### src/hw/rtl/remote_frame_decoder_macros.svh
// Assertion helpers for the decoder RTL.
`ifndef REMOTE_FRAME_DECODER_MACROS_SVH
`define REMOTE_FRAME_DECODER_MACROS_SVH

// Checked on every rising clk_i edge outside reset.
`define RFD_ASSERT(lbl, prop, msg) \
  lbl: assert property (@(posedge clk_i) disable iff (!rst_ni) prop) else $error(msg);

// Checked on every rising clk_i edge, reset included.
`define RFD_ASSERT_ALWAYS(lbl, prop, msg) \
  lbl: assert property (@(posedge clk_i) prop) else $error(msg);

`endif

### src/hw/rtl/rfd_pkg.sv
`default_nettype none
package rfd_pkg;

  localparam int unsigned StoreDepth = 17;
  localparam int unsigned PosW       = 5;

  localparam logic [PosW-1:0] PosDecode = 5'd17;
  localparam logic [PosW-1:0] PosDone   = 5'd18;

  localparam logic [10:0] OffsetReset = 11'd1024;
  localparam logic [9:0]  LimitReset  = 10'd700;

  typedef enum logic {
    ACT_BYTE  = 1'b0,
    ACT_QUERY = 1'b1
  } action_e;

  typedef enum logic {
    KIND_FRAME = 1'b0,
    KIND_QUERY = 1'b1
  } kind_e;

  typedef enum logic [1:0] {
    CFG_OFFSET = 2'd0,
    CFG_LIMIT  = 2'd1
  } cfg_idx_e;

  // bytes 0..16 of a frame, index 0 received first
  typedef logic [StoreDepth-1:0][7:0] store_t;

  typedef struct packed {
    logic [43:0] stick_channels;
    logic [15:0] dial;
    logic [1:0]  switch_right;
    logic [1:0]  switch_left;
    logic [15:0] mouse_x;
    logic [15:0] mouse_y;
    logic [15:0] mouse_z;
    logic [15:0] mouse_buttons;
    logic [15:0] keys;
  } rec_t;

endpackage
`default_nettype wire

### src/hw/rtl/rfd_frame_buf.sv
`default_nettype none
module rfd_frame_buf import rfd_pkg::*; (
  input  logic       clk_i,
  input  logic       rst_ni,
  input  logic       byte_en_i,
  input  logic [7:0] rx_byte_i,
  input  logic       frame_start_i,
  output logic       decode_o,
  output store_t     store_o
);

  logic [PosW-1:0] pos_q, pos_d, pos_eff;
  store_t          store_q, store_d;

  always_comb begin
    pos_eff  = frame_start_i ? '0 : pos_q;
    decode_o = (pos_eff == PosDecode);
    pos_d    = pos_q;
    store_d  = store_q;
    if (byte_en_i) begin
      if (pos_eff < PosDecode) begin
        // shift line: newest byte enters at the top
        store_d = {rx_byte_i, store_q[StoreDepth-1:1]};
        pos_d   = PosW'(pos_eff + 5'd1);
      end else if (decode_o) begin
        pos_d = PosDone;
      end else begin
        pos_d = pos_eff;
      end
    end
  end

  always_ff @(posedge clk_i or negedge rst_ni) begin
    if (!rst_ni) begin
      pos_q <= '0;
    end else begin
      pos_q <= pos_d;
    end
  end

  always_ff @(posedge clk_i) begin
    store_q <= store_d;
  end

  assign store_o = store_q;

endmodule
`default_nettype wire

### src/hw/rtl/rfd_unpack.sv
`default_nettype none
module rfd_unpack import rfd_pkg::*; (
  input  store_t      store_i,
  input  logic [7:0]  last_byte_i,
  input  logic [10:0] offset_i,
  input  logic [9:0]  limit_i,
  output rec_t        rec_o,
  output logic [15:0] keys_raw_o,
  output logic        error_o
);

  logic [10:0] raw   [4];
  logic [11:0] diff  [4];
  logic [11:0] mag   [4];
  logic [3:0]  over;
  logic [1:0]  sw_r, sw_l;
  rec_t        rec;

  always_comb begin
    raw[0] = {store_i[1][2:0], store_i[0]};
    raw[1] = {store_i[2][5:0], store_i[1][7:3]};
    raw[2] = {store_i[4][0], store_i[3], store_i[2][7:6]};
    raw[3] = {store_i[5][3:0], store_i[4][7:1]};
    for (int i = 0; i < 4; i++) begin
      diff[i] = {1'b0, raw[i]} - {1'b0, offset_i};
      mag[i]  = diff[i][11] ? 12'(-diff[i]) : diff[i];
      over[i] = (mag[i] > {2'b00, limit_i});
    end
    sw_r = store_i[5][5:4];
    sw_l = store_i[5][7:6];

    rec.stick_channels = {diff[3][10:0], diff[2][10:0], diff[1][10:0], diff[0][10:0]};
    rec.dial           = {last_byte_i, store_i[16]} - {5'd0, offset_i};
    rec.switch_right   = sw_r;
    rec.switch_left    = sw_l;
    rec.mouse_x        = 16'(-{store_i[9], store_i[8]});
    rec.mouse_y        = 16'(-{store_i[7], store_i[6]});
    rec.mouse_z        = {store_i[11], store_i[10]};
    rec.mouse_buttons  = {store_i[13], store_i[12]};
    rec.keys           = {store_i[15], store_i[14]};

    keys_raw_o = rec.keys;
    error_o    = (sw_r == 2'd0) || (sw_l == 2'd0) || (|over);
    rec_o      = error_o ? '0 : rec;
  end

endmodule
`default_nettype wire

### src/hw/rtl/remote_frame_decoder.sv
// Remote-control frame decoder.
// Input channel (in_valid_i / in_stall_o): one transaction is either a frame
// byte (action_i = 0) or a press-once key query (action_i = 1). frame_start_i
// restarts the byte count; the 18th byte of a frame yields one frame record,
// later bytes are dropped until the next start. A query always yields one
// answer.
// Output channel (out_valid_o / out_stall_i): one result per record or answer.
// Config channel (cfg_valid_i / cfg_ready_o): always ready; index 0 is the
// channel offset, index 1 the stick limit. Write only while the block is idle.
// Throughput: one transaction per cycle while in_stall_o is low. A result
// passes from the input register through the decode logic into the result
// register.
// A stalled result holds in the result register; the input register keeps
// moving while its item gives no result, else in_stall_o rises during such a hold.
// Reset empties both registers, zeroes byte count and key tracking and loads
// offset 1024 and limit 700. The byte store itself is not cleared.
`default_nettype none
`include "remote_frame_decoder_macros.svh"
module remote_frame_decoder import rfd_pkg::*; (
  input  logic               clk_i,
  input  logic               rst_ni,
  input  logic               in_valid_i,
  output logic               in_stall_o,
  input  logic               action_i,
  input  logic [7:0]         rx_byte_i,
  input  logic               frame_start_i,
  input  logic [15:0]        key_mask_i,
  output logic               out_valid_o,
  input  logic               out_stall_i,
  output logic               result_kind_o,
  output logic [43:0]        stick_channels_o,
  output logic signed [15:0] dial_o,
  output logic [1:0]         switch_right_o,
  output logic [1:0]         switch_left_o,
  output logic signed [15:0] mouse_x_o,
  output logic signed [15:0] mouse_y_o,
  output logic signed [15:0] mouse_z_o,
  output logic [15:0]        mouse_buttons_o,
  output logic [15:0]        keys_o,
  output logic               frame_error_o,
  output logic               key_once_hit_o,
  input  logic               cfg_valid_i,
  output logic               cfg_ready_o,
  input  logic [1:0]         cfg_index_i,
  input  logic [10:0]        cfg_data_i
);

  logic [10:0] offset_q;
  logic [9:0]  limit_q;

  logic        s1_valid_q, s1_valid_d;
  logic        s1_action_q;
  logic [7:0]  s1_rx_q;
  logic        s1_start_q;
  logic [15:0] s1_mask_q;

  logic        in_accept, s1_fire, s1_query, s1_has_result;
  logic        decode, dec_error, hit;
  store_t      store;
  rec_t        rec;
  logic [15:0] keys_raw;

  logic [15:0] key_now_q, key_now_d;
  logic [15:0] key_changed_q, key_changed_d;
  logic [15:0] key_reported_q, key_reported_d;

  logic        out_valid_q, out_valid_d, out_load;
  logic        out_kind_q, out_err_q, out_hit_q;
  rec_t        out_rec_q;

  assign cfg_ready_o = 1'b1;

  always_ff @(posedge clk_i or negedge rst_ni) begin
    if (!rst_ni) begin
      offset_q <= OffsetReset;
      limit_q  <= LimitReset;
    end else if (cfg_valid_i) begin
      case (cfg_idx_e'(cfg_index_i))
        CFG_OFFSET: offset_q <= cfg_data_i;
        CFG_LIMIT:  limit_q  <= cfg_data_i[9:0];
        default: ;
      endcase
    end
  end

  // input register
  assign s1_query      = (s1_action_q == ACT_QUERY);
  assign s1_has_result = s1_query || decode;
  assign s1_fire       = s1_valid_q && (!s1_has_result || !out_valid_q || !out_stall_i);
  assign in_stall_o    = s1_valid_q && !s1_fire;
  assign in_accept     = in_valid_i && !in_stall_o;
  assign s1_valid_d    = in_accept || (s1_valid_q && !s1_fire);

  always_ff @(posedge clk_i or negedge rst_ni) begin
    if (!rst_ni) begin
      s1_valid_q <= 1'b0;
    end else begin
      s1_valid_q <= s1_valid_d;
    end
  end

  always_ff @(posedge clk_i) begin
    if (in_accept) begin
      s1_action_q <= action_i;
      s1_rx_q     <= rx_byte_i;
      s1_start_q  <= frame_start_i;
      s1_mask_q   <= key_mask_i;
    end
  end

  rfd_frame_buf u_frame_buf (
    .clk_i         (clk_i),
    .rst_ni        (rst_ni),
    .byte_en_i     (s1_fire && !s1_query),
    .rx_byte_i     (s1_rx_q),
    .frame_start_i (s1_start_q),
    .decode_o      (decode),
    .store_o       (store)
  );

  rfd_unpack u_unpack (
    .store_i     (store),
    .last_byte_i (s1_rx_q),
    .offset_i    (offset_q),
    .limit_i     (limit_q),
    .rec_o       (rec),
    .keys_raw_o  (keys_raw),
    .error_o     (dec_error)
  );

  // key tracking and press-once query
  always_comb begin
    key_now_d      = key_now_q;
    key_changed_d  = key_changed_q;
    key_reported_d = key_reported_q;
    hit            = 1'b0;
    if (s1_query) begin
      if ((key_now_q & s1_mask_q) == '0) begin
        key_reported_d = key_reported_q & ~s1_mask_q;
      end else if (((key_changed_q & s1_mask_q) != '0) &&
                   ((key_reported_q & s1_mask_q) == '0)) begin
        key_reported_d = key_reported_q | s1_mask_q;
        hit            = 1'b1;
      end
    end else if (decode) begin
      key_changed_d = keys_raw ^ key_now_q;
      key_now_d     = dec_error ? '0 : keys_raw;
    end
  end

  always_ff @(posedge clk_i or negedge rst_ni) begin
    if (!rst_ni) begin
      key_now_q      <= '0;
      key_changed_q  <= '0;
      key_reported_q <= '0;
    end else if (s1_fire) begin
      key_now_q      <= key_now_d;
      key_changed_q  <= key_changed_d;
      key_reported_q <= key_reported_d;
    end
  end

  // result register
  assign out_load    = s1_fire && s1_has_result;
  assign out_valid_d = out_load || (out_valid_q && out_stall_i);

  always_ff @(posedge clk_i or negedge rst_ni) begin
    if (!rst_ni) begin
      out_valid_q <= 1'b0;
    end else begin
      out_valid_q <= out_valid_d;
    end
  end

  always_ff @(posedge clk_i) begin
    if (out_load) begin
      out_kind_q <= s1_query ? KIND_QUERY : KIND_FRAME;
      out_rec_q  <= s1_query ? '0 : rec;
      out_err_q  <= !s1_query && dec_error;
      out_hit_q  <= hit;
    end
  end

  assign out_valid_o      = out_valid_q;
  assign result_kind_o    = out_kind_q;
  assign stick_channels_o = out_rec_q.stick_channels;
  assign dial_o           = out_rec_q.dial;
  assign switch_right_o   = out_rec_q.switch_right;
  assign switch_left_o    = out_rec_q.switch_left;
  assign mouse_x_o        = out_rec_q.mouse_x;
  assign mouse_y_o        = out_rec_q.mouse_y;
  assign mouse_z_o        = out_rec_q.mouse_z;
  assign mouse_buttons_o  = out_rec_q.mouse_buttons;
  assign keys_o           = out_rec_q.keys;
  assign frame_error_o    = out_err_q;
  assign key_once_hit_o   = out_hit_q;

  `RFD_ASSERT(a_err_clears_rec, out_valid_o && frame_error_o |-> stick_channels_o == '0 && keys_o == '0 && switch_right_o == '0, "error record not cleared")
  `RFD_ASSERT(a_query_clean, out_valid_o && result_kind_o == KIND_QUERY |-> !frame_error_o && dial_o == '0 && mouse_x_o == '0, "query answer carries frame data")
  `RFD_ASSERT(a_hit_marks_reported, s1_fire && s1_query && hit |=> (key_reported_q & $past(s1_mask_q)) == $past(s1_mask_q), "reported mask not set after hit")
  `RFD_ASSERT_ALWAYS(a_stall_needs_item, in_stall_o |-> s1_valid_q, "input stalled with empty input register")

endmodule
`default_nettype wire

### config.mk
export PLATFORM = sky130hd
export DESIGN_NAME = remote_frame_decoder
export DESIGN_NICKNAME = d
export VERILOG_FILES = /design/src/hw/rtl/rfd_pkg.sv /design/src/hw/rtl/rfd_frame_buf.sv /design/src/hw/rtl/rfd_unpack.sv /design/src/hw/rtl/remote_frame_decoder.sv
export VERILOG_INCLUDE_DIRS = /design/src /design/src/hw/rtl
export SDC_FILE = /design/constraint.sdc
export NUM_CORES = 1
export LEC_CHECK = 0
export BUFFER_PORTS_ARGS = -buffer_cell sky130_fd_sc_hd__buf_4
export CORE_MARGIN = 5
export CORE_UTILIZATION = 56
export CTS_BUF_LIST = sky130_fd_sc_hd__clkbuf_2 sky130_fd_sc_hd__clkbuf_4 sky130_fd_sc_hd__clkbuf_8
export CTS_CLUSTER_SIZE = 40
export DETAILED_ROUTE_END_ITERATION = 10
export PLACE_DENSITY_LB_ADDON = 0.12
export SYNTH_ARGS = -nofsm -noshare
export SYNTH_HDL_FRONTEND = slang
export SYNTH_SLANG_ARGS = --single-unit
### constraint.sdc
create_clock -name clk_i -period 7.6 [get_ports clk_i]
set_clock_uncertainty 0.1 [all_clocks]
set_input_delay 2.28 -clock clk_i [delete_from_list [all_inputs] [get_ports clk_i]]
set_output_delay 2.28 -clock clk_i [all_outputs]
set_load 0.03 [all_outputs]
==> run_results.csv, run 1 <==
group,metric,value,unit
setup_path,critical_path.top_delay_family,"compound AO/OA/AOI/OAI gates",
sta,hold_viol_final,0,
clock_network,clk_pin_slew,0.06,ns
sta,rsz0062_at_grt,"no",
die,die_area,38200,sq um
route,route.detailed.drc,0,
placed_design,hpwl,33900,microns
setup_path,crit_path_end,"mouse_y_o[6]",
setup_path,reg2reg_from,"offset_q[3]",
clock_network,cts_resized,0,
setup_path,crit_path_max_fanout,49,
setup_path,cp.arrival,7.26,ns
placed_design,dp_slack,0.823,ns
setup_path,ff2ff_path_depth,19,
grt,antenna_found_initial,2,
logic_synthesis,synth_top_area_share,48.1,%
grt,grt_pass1_wl,72500,microns
die,die_w,196,microns
clock_network,cts_sinks,385,
sta,setup_tns,0,ns
placed_design,dpl_cell_area,21200,sq um
logic_synthesis,synth_edf_count,309,
die,ios,194,
layout,mostFrequentLayoutCells,"edfxtp_1, buf_4, nand2_1, inv_1, nor3_1",
setup_path,path_buf_inv,2,
logic_synthesis,synth_top_cell_by_area,"edfxtp_1",
grt,grt_overflow_total,0,
power_and_ir_drop,p_leak,8.74,nW
clock_network,clk_latency,0.68,ns
sta,final.period_utilization,90.7,%
setup_path,cp_slowest_cell,"a41oi_1",
logic_synthesis,ys_seq_area_share,58.1,%
sta,final_max_slew_viol_count,0,
sta,finalSetupViolCount,0,
setup_path,cp.required,7.97,ns
route,wirelength,47300,microns
die,fp.dieH,196,microns
sta,worst_pin_slew,1.28,ns
sta,fin_crit,6.89,ns
route,drt_iter0_drc,810,
sta,worst_slack,0.709,ns
layout,syn2layout_area_growth,16.5,%
setup_path,critPathCaptureType,"flop",
layout,stdcell_area,22500,sq um
placed_design,place.gp.congestion,0.879,
sta,relSlewSlack,14.1,%
die,rows,68,
hold_path,hold_path_class,"reg -> reg",
job,drv_cap,0,
logic_synthesis,yosys_warnings,0,
power_and_ir_drop,powerDensity,274,nW/um^2
logic_synthesis,avgSynthCellArea,12.2,sq um
logic_synthesis,ys_ff_latch,385,
sta,timing.fmax,145,MHz
setup_path,crit_start,"offset_q[3]",
route,vias_per_cell,5.76,
clock_network,cts_setup_buffers,0,
clock_network,htreeDepth,2,
grt,grt_pass1_vias,12990,
layout,layout_commonest_cell,"edfxtp_1",
route,wl_per_cell,20.5,microns
logic_synthesis,ys.flop_type,"edfxtp_1",
clock_network,cts_buffer_depth,3,
logic_synthesis,netlist_area,19300,sq um
logic_synthesis,synthArstFlopShare,19.7,%
sta,whs,0.345,ns
clock_network,numCtsBuffers,61,
logic_synthesis,synth_cells,1586,
status,status,"finished, final reports clean",
layout,drive_gt1_share,23.1,%
die,core_area,34300,sq um
power_and_ir_drop,ir_drop,0.142,mV
logic_synthesis,synthDistinctLibCells,88,
die,initial_core_util,56.2,%
route,postRouteAntennaNets,0,
setup_path,critPathKind,"reg -> reg",
layout,diodes,0,
placed_design,port_buffers,192,
route,drtPass1Iterations,5,
clock_network,cts-root-buf,"clkbuf_8",
setup_path,r2r-end,"mouse_y_o[6]",
grt,grt_max_degree,148,
grt,grt_use_total,24.2,%
setup_path,r2r_slack,0.71,ns
setup_path,critPathLaunchType,"flop",
logic_synthesis,synth_area_leaders,"edfxtp_1, dfrtp_1, ha_1, xnor2_1, nor3_1",
layout,nNetsFinal,1956,
setup_path,cpPeakStageDelay,0.86,ns
setup_path,cp_num_cells,19,
logic_synthesis,syn_nets,1738,
clock_network,cts_tree,"built",
setup_path,crit_path_cell_trace,"inv_1, ha_1, and2_1, o21ai_0, nand4_1, a41oi_1, nor2b_1, xnor2_1, ha_1, and3_1, a221o_1, a221o_1, a222oi_1, nand4_1, a211oi_1, nand3_1, or4b_4, buf_4, nor4b_2",
route,num_vias,13293,
clock_network,cts_hold_buf,0,
==> where the power goes <==
part | leakage [nW] | total, W | internal, W | switching [W]
Clock | 0.665 | 0.00181 | 0.000980 | 0.000830
Combinational | 4.13 | 0.00186 | 0.000678 | 0.00119
Sequential | 3.95 | 0.00249 | 0.00241 | 0.0000763
Total | 8.74 | 0.00616 | 0.00407 | 0.00209
==> stage by stage <==
| step | total power, W | std cells | util [%] |
|---|---|---|---|
| after floorplan | 0.00387 | 1586 | - |
| after global placement | 0.00434 | 2196 | 61.9 |
| after detailed placement | 0.00437 | 2196 | 61.9 |
| after CTS | 0.00619 | 2307 | 65.5 |
| after global routing | 0.00649 | 2307 | 65.5 |
| final | 0.00616 | 2307 | 65.5 |
==> how the worst min path moves through the flow <==
stage	slack (ns)	start	cells past startpoint	endpoint
2_1_floorplan	0.32	s1_action_q	0	result_kind_o
3_3_place_gp	0.33	u_frame_buf.store_o[105]	0	u_frame_buf.store_o[97]
3_5_place_dp	0.33	u_frame_buf.store_o[81]	0	u_frame_buf.store_o[73]
4_1_cts	0.35	u_frame_buf.store_o[47]	0	u_frame_buf.store_o[39]
5_1_grt	0.35	u_frame_buf.store_o[47]	0	u_frame_buf.store_o[39]
6_report	0.34	u_frame_buf.store_o[105]	0	u_frame_buf.store_o[97]
==> per-layer routing <==
layer  wire [microns]  global-route usage [%]  vias up
li1                 -                       -     6306
met1            19900                    32.8     6458
met2            22400                    38.9      441
met3             3630                    5.73       84
met4             1230                    7.99        4
met5               34                       0        -
==> kinds of logic (layout without fill, tap and decap cells) <==
| logic type | count (synthesis) | in the layout | synth area share, % |
|---|---|---|---|
| and+or+nand+nor | 517 | 517 | 15.0 |
| DFF | 385 | 385 | 58.1 |
| AOI/OAI and AO/OA | 270 | 270 | 9.41 |
| buffers and inverters | 170 | 436 | 3.71 |
| adders and majority gates | 108 | 108 | 7.21 |
| xor gates and xnor gates | 107 | 107 | 4.94 |
| muxes | 28 | 28 | 1.64 |
| other | 1 | 1 | 0.0195 |
==> area by class of cell <==
class	instances	area, sq um
fill	2622	11800
multi-input combinational	1031	7410
inverter	115	432
tap	455	569
sequential	385	11200
timing repair buffer	210	1610
clock buffer	85	1030
clock inverter	26	220
==> state kept, by name, indices dropped and copies added, names as in the netlist, 10 cells and up, named ones only <==
name / count
u_frame_buf.store_o: 136
mouse_x_o: 16
mouse_buttons_o: 16
mouse_z_o: 16
key_now_q: 16
s1_mask_q: 16
key_changed_q: 16
keys_o: 16
stick_channels_o: 44
dial_o: 16
offset_q: 11
mouse_y_o: 16
limit_q: 10
==> Yosys cell counts (all sizes together) (15+ instances only) <==
master	number
a21oi	41
nor2b	20
nand3	46
dfrtp	69
edfxtp	309
ha	103
nor3	160
nor2	59
nor4	15
nand2b	15
mux2	28
inv	115
xnor2	73
nand2	129
clkbuf	23
xor2	34
buf	32
o21ai	90
(Power assumes the default switching activity.)
==> inputs of run 2 (changes only) <==
--- a/config.mk
+++ b/config.mk
@@ -12,7 +12,7 @@
 export CTS_BUF_LIST = sky130_fd_sc_hd__clkbuf_2 sky130_fd_sc_hd__clkbuf_4 sky130_fd_sc_hd__clkbuf_8
 export CTS_CLUSTER_SIZE = 40
 export DETAILED_ROUTE_END_ITERATION = 10
-export PLACE_DENSITY_LB_ADDON = 0.12
+export PLACE_DENSITY = 0.77
 export SYNTH_ARGS = -nofsm -noshare
 export SYNTH_HDL_FRONTEND = slang
 export SYNTH_SLANG_ARGS = --single-unit
==> run 2 against run 1 <==
Net effect: sequential share of layout area is 0.080 points lower; critical path depth is 1 higher; final cell count is 0.17% lower; die area stayed put; worst hold slack hardly changed; combinational power hardly changed.
==> run_results.csv, run 2 (synthesized netlist as in run 1, its figures left out) <==
group,metric,value,unit
status,status,"finished, final reports clean",
setup_path,cp.arrival,6.95,ns
route,drt_iter0_drc,1217,
route,vias_per_cell,5.84,
setup_path,critPathCaptureType,"flop",
sta,final_max_slew_viol_count,0,
grt,antenna_found_initial,1,
layout,mostFrequentLayoutCells,"edfxtp_1, buf_4, nand2_1, inv_1, nor3_1",
setup_path,r2r_slack,1.0,ns
grt,grt_pass1_wl,72500,microns
route,route.detailed.drc,0,
power_and_ir_drop,p_clk_share,30.2,%
setup_path,crit_path_max_fanout,99,
sta,setup_tns,0,ns
grt,grt_overflow_total,0,
layout,layout.cells.non_filler,2303,
placed_design,hpwl,33100,microns
die,rows,68,
grt,grt_max_degree,118,
power_and_ir_drop,ir_drop,0.181,mV
setup_path,reg2reg_from,"offset_q[1]",
layout,fillerInstances,2530,
setup_path,cp_slowest_cell,"or4b_4",
placed_design,place.gp.congestion,0.945,
setup_path,critPathLaunchType,"flop",
grt,grt_pass1_vias,13109,
route,drtPass1Iterations,6,
placed_design,dpl_cell_area,21200,sq um
power_and_ir_drop,internal_power,0.00414,W
setup_path,critPathKind,"reg -> reg",
clock_network,cts_hold_buf,0,
route,wirelength,47100,microns
clock_network,cts_tree,"built",
setup_path,path_buf_inv,2,
sta,worst_pin_slew,1.33,ns
clock_network,cts_sinks,385,
hold_path,hold_path_class,"reg -> reg",
grt,grt_use_total,24.1,%
route,postRouteAntennaNets,0,
setup_path,crit_path_cell_trace,"inv_1, ha_1, nor2b_1, o2111ai_1, a31oi_1, o31ai_1, nand2_1, o21ai_0, xnor2_1, ha_1, nand4_1, nor2_1, a221o_1, a222oi_1, nand4_1, a211oi_1, nand3_1, or4b_4, buf_12, nor4_1",
placed_design,dp.cells,2190,
power_and_ir_drop,power.net_switching,0.00208,W
route,wl_per_cell,20.4,microns
power_and_ir_drop,p_leak,8.76,nW
sta,timing.fmax,151,MHz
clock_network,cts_setup_buffers,0,
layout,layout_commonest_cell,"edfxtp_1",
power_and_ir_drop,powerDensity,277,nW/um^2
die,initial_core_util,56.2,%
setup_path,cp_num_cells,20,
sta,final.period_utilization,86.9,%
die,core_area,34300,sq um
setup_path,crit_start,"offset_q[1]",
placed_design,port_buffers,192,
clock_network,cts_resized,0,
setup_path,critical_path.top_delay_family,"compound AO/OA/AOI/OAI gates",
die,die_area,38200,sq um
sta,whs,0.345,ns
sta,hold_viol_final,0,
setup_path,cpPeakStageDelay,0.88,ns
layout,fin_util,65.6,%
clock_network,clk_pin_slew,0.07,ns
job,drv_cap,0,
route,num_vias,13449,
hold_path,holdPathStages,0,
die,fp.dieH,196,microns
sta,relSlewSlack,11.2,%
setup_path,cp.required,7.95,ns
power_and_ir_drop,seq_power_share,39.9,%
die,ios,194,
layout,syn2layout_area_growth,16.7,%
sta,rsz0062_at_grt,"no",
die,die_w,196,microns
clock_network,clk_latency,0.66,ns
hold_path,hp-start,"u_frame_buf.store_o[96]",
clock_network,htreeDepth,2,
clock_network,cts_buffer_depth,3,
power_and_ir_drop,p_comb_share,29.9,%
setup_path,ff2ff_path_depth,20,
layout,largest_register_ffs,136,
sta,finalSetupViolCount,0,
clock_network,numCtsBuffers,60,
layout,stdcell_area,22500,sq um
layout,nNetsFinal,1949,
power_and_ir_drop,switching_share,33.5,%
layout,drive_gt1_share,23.0,%
clock_network,cts-root-buf,"clkbuf_8",
sta,fin_crit,6.60,ns
layout,diodes,0,
## run 2: area by class of cell
cell class / count / area [sq um] / share of cell area, %
flip-flops and latches: 385 / 11200 / 49.7
multi-input cells: 1031 / 7410 / 32.9
repair buffers: 204 / 1570 / 6.97
clock buffers: 90 / 1130 / 5.03
well taps: 455 / 569 / 2.53
inverters: 115 / 432 / 1.92
clock inverters: 23 / 198 / 0.879
## run 2: metal layers
layer	track usage [%]	part of all wire (%)	up-vias	wire [microns]
met5	0	0.042	-	20
met4	9.36	3.7	2	1720
met3	4.64	7.3	104	3430
met2	38.7	48	494	22500
met1	32.7	41	6532	19400
li1	-	-	6317	-
## run 2: path summary, 6_finish.rpt
path | to
min reg2reg | u_frame_buf.store_o[88]
max | dial_o[2]
min in group asynchronous | key_changed_q[0]
max reg2reg | dial_o[2]
max in group asynchronous | offset_q[5]
min | u_frame_buf.store_o[88]
## run 2: power by group through the flow
stage	clock, W	sequential (W)	combinational (W)
6_report	0.00188	0.00248	0.00186
2_1_floorplan	0	0.00258	0.00129
3_3_place_gp	0	0.00252	0.00179
3_5_place_dp	0	0.00252	0.00183
4_1_cts	0.00192	0.00248	0.00184
5_1_grt	0.00202	0.00249	0.00204
## run 2: stage by stage
step	power, W	setup WS, ns
global placement	0.00431	1.39
floorplan	0.00387	0.754
CTS	0.00624	1.15
detailed placement	0.00436	1.21
global route	0.00655	0.551
finish	0.00622	0.996
